File: src/rtl/core/tevq_pkg.sv
// tevq_pkg: action and result codes shared by the timed event queue
// no dependencies
package tevq_pkg;

  localparam logic [1:0] ACT_INSERT  = 2'd0;
  localparam logic [1:0] ACT_CANCEL  = 2'd1;
  localparam logic [1:0] ACT_ADVANCE = 2'd2;
  localparam logic [1:0] ACT_QUERY   = 2'd3;

  localparam logic [2:0] KIND_INSERTED = 3'd0;
  localparam logic [2:0] KIND_REJECTED = 3'd1;
  localparam logic [2:0] KIND_FIRED    = 3'd2;
  localparam logic [2:0] KIND_DONE     = 3'd3;
  localparam logic [2:0] KIND_ANSWER   = 3'd4;

  localparam int unsigned TIME_BITS = 32;

endpackage

File: src/rtl/core/timed_event_queue.sv
// timed_event_queue: time-sorted store of pending events with a current time
// depends on tevq_pkg and tevq_ram
//
// Usage: drive action_i and its operands with start_i high; the item is taken
// at a rising edge where busy_o is low. Every result shows for one cycle with
// valid_o high and cannot be held off; last_o marks the final result of an item.
// Insert places current time plus delay (saturating) ahead of equal due times;
// a full store gives a rejected result. Cancel removes all events whose tag
// matches and whose callback matches (callback 0 matches any). Advance sends one
// fired result per due event, earliest first, then a done result. Query answers
// with the remaining time of the first exact match.
// Operation: the store is one RAM with registered read, visited one entry at a
// time by a small sequencer that reads an entry and then evaluates it. Insert
// walks from the back over the entries at or after the new due time, moving each
// up one place; cancel visits every entry and query stops at the first match;
// advance reads the due events and then moves the remaining ones to the front.
// With an empty store every item is answered straight from the idle state.
// Reset empties the store and sets current time to zero; no clearing pass.
module timed_event_queue #(
  parameter int unsigned QUEUE_DEPTH   = 16,
  parameter int unsigned CALLBACK_BITS = 8,
  parameter int unsigned TAG_BITS      = 16
) (
  input  logic                                 clk_i,
  input  logic                                 rst_ni,
  input  logic                                 start_i,
  output logic                                 busy_o,
  input  logic [1:0]                           action_i,
  input  logic [tevq_pkg::TIME_BITS-1:0]       delay_i,
  input  logic [CALLBACK_BITS-1:0]             callback_id_i,
  input  logic [TAG_BITS-1:0]                  data_tag_i,
  input  logic [tevq_pkg::TIME_BITS-1:0]       new_time_i,
  output logic                                 valid_o,
  output logic [2:0]                           result_kind_o,
  output logic [CALLBACK_BITS-1:0]             fired_callback_o,
  output logic [TAG_BITS-1:0]                  fired_tag_o,
  output logic [tevq_pkg::TIME_BITS-1:0]       event_time_o,
  output logic [tevq_pkg::TIME_BITS-1:0]       remaining_o,
  output logic                                 found_o,
  output logic [$clog2(QUEUE_DEPTH+1)-1:0]     removed_count_o,
  output logic                                 null_callback_o,
  output logic                                 last_o
);
  import tevq_pkg::*;

  localparam int unsigned AW = $clog2(QUEUE_DEPTH);
  localparam int unsigned CW = $clog2(QUEUE_DEPTH + 1);
  localparam int unsigned EW = TIME_BITS + CALLBACK_BITS + TAG_BITS;
  localparam logic [CW-1:0] FULL = CW'(QUEUE_DEPTH);

  localparam logic [2:0] ST_IDLE  = 3'd0;
  localparam logic [2:0] ST_RD    = 3'd1;
  localparam logic [2:0] ST_EV    = 3'd2;
  localparam logic [2:0] ST_INSW  = 3'd3;
  localparam logic [2:0] ST_SH_RD = 3'd4;
  localparam logic [2:0] ST_SH_EV = 3'd5;

  logic [2:0]               state_q, state_d;
  logic [1:0]               op_q, op_d;
  logic [TIME_BITS-1:0]     due_q, due_d;
  logic [TIME_BITS-1:0]     ntime_q, ntime_d;
  logic [CALLBACK_BITS-1:0] cb_q, cb_d;
  logic [TAG_BITS-1:0]      tag_q, tag_d;
  logic [CW-1:0]            idx_q, idx_d;
  logic [CW-1:0]            aux_q, aux_d;
  logic [CW-1:0]            count_q, count_d;
  logic [TIME_BITS-1:0]     time_q, time_d;

  logic                     vld_q, vld_d;
  logic [2:0]               kind_q, kind_d;
  logic [CALLBACK_BITS-1:0] fcb_q, fcb_d;
  logic [TAG_BITS-1:0]      ftag_q, ftag_d;
  logic [TIME_BITS-1:0]     etime_q, etime_d;
  logic [TIME_BITS-1:0]     rem_q, rem_d;
  logic                     found_q, found_d;
  logic [CW-1:0]            rc_q, rc_d;
  logic                     null_q, null_d;
  logic                     last_q, last_d;

  logic                     we;
  logic [AW-1:0]            waddr;
  logic [EW-1:0]            wdata;
  logic [EW-1:0]            rdata;
  logic [TIME_BITS-1:0]     r_due;
  logic [CALLBACK_BITS-1:0] r_cb;
  logic [TAG_BITS-1:0]      r_tag;
  logic [TIME_BITS:0]       sum;
  logic [TIME_BITS-1:0]     new_due;
  logic [CW-1:0]            idx_inc;
  logic                     cancel_hit;
  logic [CW-1:0]            kept_next;

  tevq_ram #(
    .Width (EW),
    .Depth (QUEUE_DEPTH)
  ) u_store (
    .clk_i   (clk_i),
    .we_i    (we),
    .waddr_i (waddr),
    .wdata_i (wdata),
    .raddr_i (idx_q[AW-1:0]),
    .rdata_o (rdata)
  );

  assign r_due      = rdata[EW-1 -: TIME_BITS];
  assign r_cb       = rdata[TAG_BITS +: CALLBACK_BITS];
  assign r_tag      = rdata[TAG_BITS-1:0];
  assign sum        = {1'b0, time_q} + {1'b0, delay_i};
  assign new_due    = sum[TIME_BITS] ? '1 : sum[TIME_BITS-1:0];
  assign idx_inc    = idx_q + 1'b1;
  assign cancel_hit = ((cb_q == '0) || (r_cb == cb_q)) && (r_tag == tag_q);
  assign kept_next  = cancel_hit ? aux_q : aux_q + 1'b1;

  always_comb begin
    state_d = state_q;
    op_d    = op_q;
    due_d   = due_q;
    ntime_d = ntime_q;
    cb_d    = cb_q;
    tag_d   = tag_q;
    idx_d   = idx_q;
    aux_d   = aux_q;
    count_d = count_q;
    time_d  = time_q;
    we      = 1'b0;
    waddr   = '0;
    wdata   = rdata;
    vld_d   = 1'b0;
    kind_d  = KIND_DONE;
    fcb_d   = '0;
    ftag_d  = '0;
    etime_d = '0;
    rem_d   = '0;
    found_d = 1'b0;
    rc_d    = '0;
    null_d  = 1'b0;
    last_d  = 1'b1;
    unique case (state_q)
      ST_IDLE: begin
        if (start_i) begin
          op_d    = action_i;
          due_d   = new_due;
          ntime_d = new_time_i;
          cb_d    = callback_id_i;
          tag_d   = data_tag_i;
          idx_d   = '0;
          aux_d   = '0;
          unique case (action_i)
            ACT_INSERT: begin
              if (count_q == FULL) begin
                vld_d   = 1'b1;
                kind_d  = KIND_REJECTED;
                etime_d = new_due;
              end else if (count_q == '0) begin
                we      = 1'b1;
                waddr   = '0;
                wdata   = {new_due, callback_id_i, data_tag_i};
                count_d = count_q + 1'b1;
                vld_d   = 1'b1;
                kind_d  = KIND_INSERTED;
                etime_d = new_due;
              end else begin
                idx_d   = count_q - 1'b1;
                state_d = ST_RD;
              end
            end
            ACT_CANCEL: begin
              if (count_q == '0) begin
                vld_d = 1'b1;
              end else begin
                state_d = ST_RD;
              end
            end
            ACT_ADVANCE: begin
              if (count_q == '0) begin
                time_d = new_time_i;
                vld_d  = 1'b1;
              end else begin
                state_d = ST_RD;
              end
            end
            ACT_QUERY: begin
              if (count_q == '0) begin
                vld_d  = 1'b1;
                kind_d = KIND_ANSWER;
              end else begin
                state_d = ST_RD;
              end
            end
            default: begin
              state_d = ST_IDLE;
            end
          endcase
        end
      end
      ST_RD: begin
        state_d = ST_EV;
      end
      ST_EV: begin
        unique case (op_q)
          ACT_INSERT: begin
            we    = 1'b1;
            waddr = idx_inc[AW-1:0];
            if (r_due >= due_q) begin
              if (idx_q == '0) begin
                state_d = ST_INSW;
              end else begin
                idx_d   = idx_q - 1'b1;
                state_d = ST_RD;
              end
            end else begin
              wdata   = {due_q, cb_q, tag_q};
              count_d = count_q + 1'b1;
              vld_d   = 1'b1;
              kind_d  = KIND_INSERTED;
              etime_d = due_q;
              state_d = ST_IDLE;
            end
          end
          ACT_CANCEL: begin
            we    = !cancel_hit;
            waddr = aux_q[AW-1:0];
            aux_d = kept_next;
            idx_d = idx_inc;
            if (idx_inc == count_q) begin
              count_d = kept_next;
              vld_d   = 1'b1;
              rc_d    = count_q - kept_next;
              state_d = ST_IDLE;
            end else begin
              state_d = ST_RD;
            end
          end
          ACT_ADVANCE: begin
            if (r_due <= ntime_q) begin
              vld_d   = 1'b1;
              kind_d  = KIND_FIRED;
              fcb_d   = r_cb;
              ftag_d  = r_tag;
              etime_d = r_due;
              null_d  = (r_cb == '0);
              last_d  = 1'b0;
              idx_d   = idx_inc;
              aux_d   = idx_inc;
              state_d = (idx_inc == count_q) ? ST_SH_RD : ST_RD;
            end else begin
              state_d = ST_SH_RD;
            end
          end
          ACT_QUERY: begin
            if ((r_cb == cb_q) && (r_tag == tag_q)) begin
              vld_d   = 1'b1;
              kind_d  = KIND_ANSWER;
              rem_d   = r_due - time_q;
              found_d = 1'b1;
              state_d = ST_IDLE;
            end else if (idx_inc == count_q) begin
              vld_d   = 1'b1;
              kind_d  = KIND_ANSWER;
              state_d = ST_IDLE;
            end else begin
              idx_d   = idx_inc;
              state_d = ST_RD;
            end
          end
          default: begin
            state_d = ST_IDLE;
          end
        endcase
      end
      ST_INSW: begin
        we      = 1'b1;
        waddr   = '0;
        wdata   = {due_q, cb_q, tag_q};
        count_d = count_q + 1'b1;
        vld_d   = 1'b1;
        kind_d  = KIND_INSERTED;
        etime_d = due_q;
        state_d = ST_IDLE;
      end
      ST_SH_RD: begin
        if ((idx_q == count_q) || (aux_q == '0)) begin
          count_d = count_q - aux_q;
          time_d  = ntime_q;
          vld_d   = 1'b1;
          state_d = ST_IDLE;
        end else begin
          state_d = ST_SH_EV;
        end
      end
      ST_SH_EV: begin
        we      = 1'b1;
        waddr   = AW'(idx_q - aux_q);
        idx_d   = idx_inc;
        state_d = ST_SH_RD;
      end
      default: begin
        state_d = ST_IDLE;
      end
    endcase
  end

  always_ff @(posedge clk_i or negedge rst_ni) begin
    if (!rst_ni) begin
      state_q <= ST_IDLE;
      count_q <= '0;
      time_q  <= '0;
      vld_q   <= 1'b0;
    end else begin
      state_q <= state_d;
      count_q <= count_d;
      time_q  <= time_d;
      vld_q   <= vld_d;
    end
  end

  always_ff @(posedge clk_i) begin
    op_q    <= op_d;
    due_q   <= due_d;
    ntime_q <= ntime_d;
    cb_q    <= cb_d;
    tag_q   <= tag_d;
    idx_q   <= idx_d;
    aux_q   <= aux_d;
    kind_q  <= kind_d;
    fcb_q   <= fcb_d;
    ftag_q  <= ftag_d;
    etime_q <= etime_d;
    rem_q   <= rem_d;
    found_q <= found_d;
    rc_q    <= rc_d;
    null_q  <= null_d;
    last_q  <= last_d;
  end

  assign busy_o           = (state_q != ST_IDLE);
  assign valid_o          = vld_q;
  assign result_kind_o    = kind_q;
  assign fired_callback_o = fcb_q;
  assign fired_tag_o      = ftag_q;
  assign event_time_o     = etime_q;
  assign remaining_o      = rem_q;
  assign found_o          = found_q;
  assign removed_count_o  = rc_q;
  assign null_callback_o  = null_q;
  assign last_o           = last_q;

  a_count_bound: assert property (@(posedge clk_i) disable iff (!rst_ni)
    count_q <= FULL)
    else $error("entry count beyond depth");

  a_accept_progress: assert property (@(posedge clk_i) disable iff (!rst_ni)
    (start_i && !busy_o) |=> (busy_o || valid_o))
    else $error("accepted item neither started nor answered");

  a_not_last_fired: assert property (@(posedge clk_i) disable iff (!rst_ni)
    (valid_o && !last_o) |-> (result_kind_o == KIND_FIRED))
    else $error("only fired results may precede the last result");

  a_null_flag: assert property (@(posedge clk_i) disable iff (!rst_ni)
    (valid_o && (result_kind_o == KIND_FIRED)) |-> (null_callback_o == (fired_callback_o == '0)))
    else $error("null callback flag mismatch");

  a_idle_after_last: assert property (@(posedge clk_i) disable iff (!rst_ni)
    (valid_o && last_o) |-> !busy_o)
    else $error("last result while still busy");

endmodule

File: src/rtl/core/tevq_ram.sv
// tevq_ram: generic single write, single read RAM with registered read data
// no dependencies
module tevq_ram #(
  parameter int unsigned Width = 8,
  parameter int unsigned Depth = 16
) (
  input  logic                     clk_i,
  input  logic                     we_i,
  input  logic [$clog2(Depth)-1:0] waddr_i,
  input  logic [Width-1:0]         wdata_i,
  input  logic [$clog2(Depth)-1:0] raddr_i,
  output logic [Width-1:0]         rdata_o
);

  logic [Width-1:0] mem_q [Depth];
  logic [Width-1:0] rdata_q;

  always_ff @(posedge clk_i) begin
    if (we_i) begin
      mem_q[waddr_i] <= wdata_i;
    end
    rdata_q <= mem_q[raddr_i];
  end

  assign rdata_o = rdata_q;

endmodule

File: config.mk
export PLATFORM = sky130hd
export DESIGN_NAME = timed_event_queue
export DESIGN_NICKNAME = d
export VERILOG_FILES = /design/src/rtl/core/tevq_pkg.sv /design/src/rtl/core/timed_event_queue.sv /design/src/rtl/core/tevq_ram.sv
export SDC_FILE = /design/constraint.sdc
export NUM_CORES = 2
export LEC_CHECK = 0
export ABC_AREA = 1
export BUFFER_PORTS_ARGS = -buffer_cell sky130_fd_sc_hd__buf_2
export CAP_MARGIN = 10
export CORE_MARGIN = 1
export CORE_UTILIZATION = 36
export CTS_CLUSTER_DIAMETER = 120
export CTS_CLUSTER_SIZE = 30
export DETAILED_ROUTE_END_ITERATION = 10
export GPL_ROUTABILITY_DRIVEN = 0
export PLACE_DENSITY = 0.63
export SYNTH_ARGS = -nofsm -noshare
export SYNTH_HDL_FRONTEND = slang
export SYNTH_SLANG_ARGS = --single-unit
export TNS_END_PERCENT = 20
File: constraint.sdc
create_clock -name clk_i -period 6.5 [get_ports clk_i]
set_input_delay 0.65 -clock clk_i [delete_from_list [all_inputs] [get_ports clk_i]]
set_output_delay 0.65 -clock clk_i [all_outputs]
set_load 0.02 [all_outputs]
==> results.json <==
{
  "outcome": "finished, final reports clean",
  "post_cts_resized": 0,
  "worst-setup-path-type": "reg -> reg",
  "fin_util_pct": 39.6,
  "gr-usage-all-layers_pct": 20.3,
  "crit_top_cell": "inv_1",
  "wl_per_cell_um": 21.8,
  "post-route-period-util_pct": 73.6,
  "drt_iter0_markers": 4487,
  "p_int_mw": 16.9,
  "design.die.area_mm2": 0.152,
  "tns_ps": 0,
  "worst_slew_pin_slew_ps": 1380,
  "layout_commonest_cell": "edfxtp_1",
  "syn_avg_cell_area_um2": 10.3,
  "synthAdderAreaFrac_pct": 3.63,
  "cts_tree": "yes",
  "cts.path.max_buffers": 3,
  "ioPinCount": 194,
  "hold_violations": 0,
  "max_slew_margin_pct": 7.87,
  "drv_slew": 0,
  "start_util_pct": 36.5,
  "grt_pass1_vias": 37727,
  "seq_power_share_pct": 40.1,
  "slowest_delay_ps": 760,
  "synth_top_family_by_area": "simple AND/OR/NAND/NOR gates",
  "synth_cells": 5236,
  "synth.area.mux_share_pct": 0,
  "num_vias": 40117,
  "layout-drive-gt1-share_pct": 7.50,
  "die_h_um": 390,
  "critPathMaxFanout": 109,
  "yosysTopAreaCell": "edfxtp_1",
  "synth_flop_cell": "edfxtp_1",
  "cpMaxStageDelayCell": "edfxtp_1",
  "fmax_mhz": 209,
  "drc": 0,
  "path_clk_slew_ps": 120,
  "htree_levels": 2,
  "cts_buffers": 47,
  "async_reset_ff_share_pct": 3.44,
  "synth_compound_area_share_pct": 13.2,
  "core-area_mm2": 0.149,
  "synth-simple-area-share_pct": 14.4,
  "maxCapViolCount": 0,
  "yosysSeqAreaShare_pct": 62.8,
  "powerDensity_mw_per_mm2": 529,
  "clock_skew_ps": 48.9,
  "ys_top_cells_by_area": "edfxtp_1 (55%), nand2_1 (5.9%), dfxtp_1 (5.7%)",
  "period_minus_slack_ps": 4790,
  "dieWidth_um": 390,
  "comb_power_share_pct": 47.4,
  "synth_edf_count": 996,
  "syn-cell-area_mm2": 0.0542,
  "switching_share_pct": 45.5,
  "vdd.ir_drop.worst_uv": 473,
  "yosysTopAreaCellShare_pct": 55.2,
  "p_clk_share_pct": 12.5,
  "rsz0062_at_grt": "no",
  "cts-hold-fix-buffers": 0,
  "mostFrequentLayoutCells": "edfxtp_1 (996), nand2_1 (849), nor2_1 (677)",
  "portBuffers": 193,
  "crit_path_start_kind": "flip-flop",
  "antenna_found_initial": 1,
  "switchingPower_mw": 14.1,
  "clk_latency_ps": 710,
  "std_cell_rows": 141,
  "power_leakage_nw": 22.0,
  "clock_sinks": 1192,
  "power_mw": 31.1,
  "cp.arrival_ps": 5120,
  "area_growth_syn_to_layout_pct": 8.47,
  "finalSetupViolCount": 0,
  "cts_root_buffer": "clkbuf_16",
  "crit_chain": "inv_8, ha_1, inv_1, fa_1, xor2_1, nand2_1, o21ai_1, a21oi_1, inv_1, nor2_1, nand3_1, clkinv_2, buf_4",
  "crit_path_end_kind": "flip-flop",
  "ys_warn_count": 0,
  "syn-num-nets": 5483,
  "ant_nets": 0,
  "avgViaCountPerCell": 5.48,
  "grt_max_degree": 219,
  "grt.overflow.total": 0,
  "place_hpwl_um": 99100,
  "crit_required_ps": 6830,
  "nNetsFinal": 5533,
  "grt_pass1_wl_um": 237000,
  "ys_types": 52,
  "synth_seq_cells": 1192,
  "drt_pass1_iterations": 8,
  "drt-total-wl_um": 160000,
  "hp-class": "in -> reg",
  "cts_setup_buffers": 0,
  "synth-xor-area-share_pct": 0.954
}
-- final timing paths --
check,startpoint,end,slack [ps],cells after the start
worst max-delay path,idx_q[0]$_DFFE_PP_,u_store.mem_q[3][29]$_DFFE_PP_,1710,13
worst min-delay path,data_tag_i[5],tag_q[5]$_DFFE_PP_,120,1
worst max register to register,idx_q[0]$_DFFE_PP_,u_store.mem_q[3][29]$_DFFE_PP_,1710,13
worst min register to register,u_store.rdata_o[3]$_DFF_P_,fired_tag_o[3]$_SDFF_PN0_,520,2
max in group asynchronous,rst_ni,time_q[21]$_DFFE_PN0P_,5680,1
min in group asynchronous,rst_ni,time_q[14]$_DFFE_PN0P_,130,1
-- cell type report --
cell class,instances,area [um2]
Clock buffer,75,1290
Multi-Input combinational cell,3343,17400
Sequential cell,1192,34000
Fill cell,14403,89800
Inverter,440,1680
Timing Repair Buffer,262,1620
Tap cell,2002,2500
Antenna cell,1,2.50
Clock inverter,10,178
-- synth_stat cells (3+ instances only) --
cell type    n
a21boi_0     3
nand2_2      4
a221oi_1    14
o21ai_0    614
edfxtp_1   996
buf_6        4
a22oi_1     27
buf_1        9
o21ai_1     13
o21a_1      10
buf_4        7
inv_2       16
a31oi_1      9
buf_2       39
ha_1       149
dfrtp_1     41
nor2_1     682
xnor2_1     19
nand2_1    849
or2_2        6
o22ai_1    152
xor2_1      40
nand3_1    274
dfxtp_1    155
fa_1         5
nor2_4       5
o21bai_1    18
inv_1      423
nor2_2       7
nor3_1      26
a21o_1      10
o221ai_1    88
nand4_1     46
o211ai_1    53
a21oi_1    190
a221oi_2    10
clkbuf_1   202
-- metal layers --
metal,track usage (%),part of all wire (%),vias up
li1,-,-,18487
met3,2.65,7.7,278
met4,7.88,4.0,0
met1,28.0,42,19649
met2,32.6,46,1703
met5,0,0,-
-- registers in the layout, summed over array words and instances (netlist names) --
name and count:
valid_o 1, idx_q 5, last_o 1, cb_q 8
result_kind_o 3, ntime_q 32, tag_q 16, due_q 32
time_q 32, u_store.mem_q 896, event_time_o 32, fired_tag_o 16
found_o 1, u_store.rdata_o 56, state_q 3, null_callback_o 1
remaining_o 32, aux_q 5, removed_count_o 5, fired_callback_o 8
op_q 2, count_q 5
-- metrics by stage --
stage	cells	cell area [um2]	hold slack, ps	worst slack [ps]
2_1_floorplan	5236	54200	354	735
3_3_place_gp	7235	57300	484	1820
3_5_place_dp	7235	57300	486	1800
4_1_cts	7320	58700	75.0	1740
5_1_grt	7325	58800	95.8	1440
6_report	7325	58800	123	1710
-- logic make-up (layout without fill, tap and decap cells) --
family / count (synthesis) / count (layout)
AO/OA/AOI/OAI: 1221 / 1221
XOR/XNOR: 59 / 59
adder cells (fa/ha/maj): 154 / 154
buffers and inverters: 701 / 787
flip-flops: 1192 / 1192
other: 0 / 1
AND/OR/NAND/NOR: 1909 / 1909
-- critical path: cells and delay by family (launching register included) --
kind / cells / cell delay (ps)
AO/OA/AOI/OAI: 2 / 340
XOR/XNOR: 1 / 150
adder cells (fa/ha/maj): 2 / 620
buffers and inverters: 5 / 2000
flip-flops: 1 / 760
AND/OR/NAND/NOR: 3 / 460
-- power groups by stage --
stage | clock, mW | sequential (mW) | combinational [mW]
after floorplan | 0 | 12.2 | 9.63
after global placement | 0 | 12.6 | 14.1
after detailed placement | 0 | 12.6 | 14.3
after CTS | 3.97 | 12.4 | 14.4
after global routing | 4.19 | 12.6 | 16.2
final | 3.90 | 12.5 | 14.7
Power figures use the tool's default switching activity.
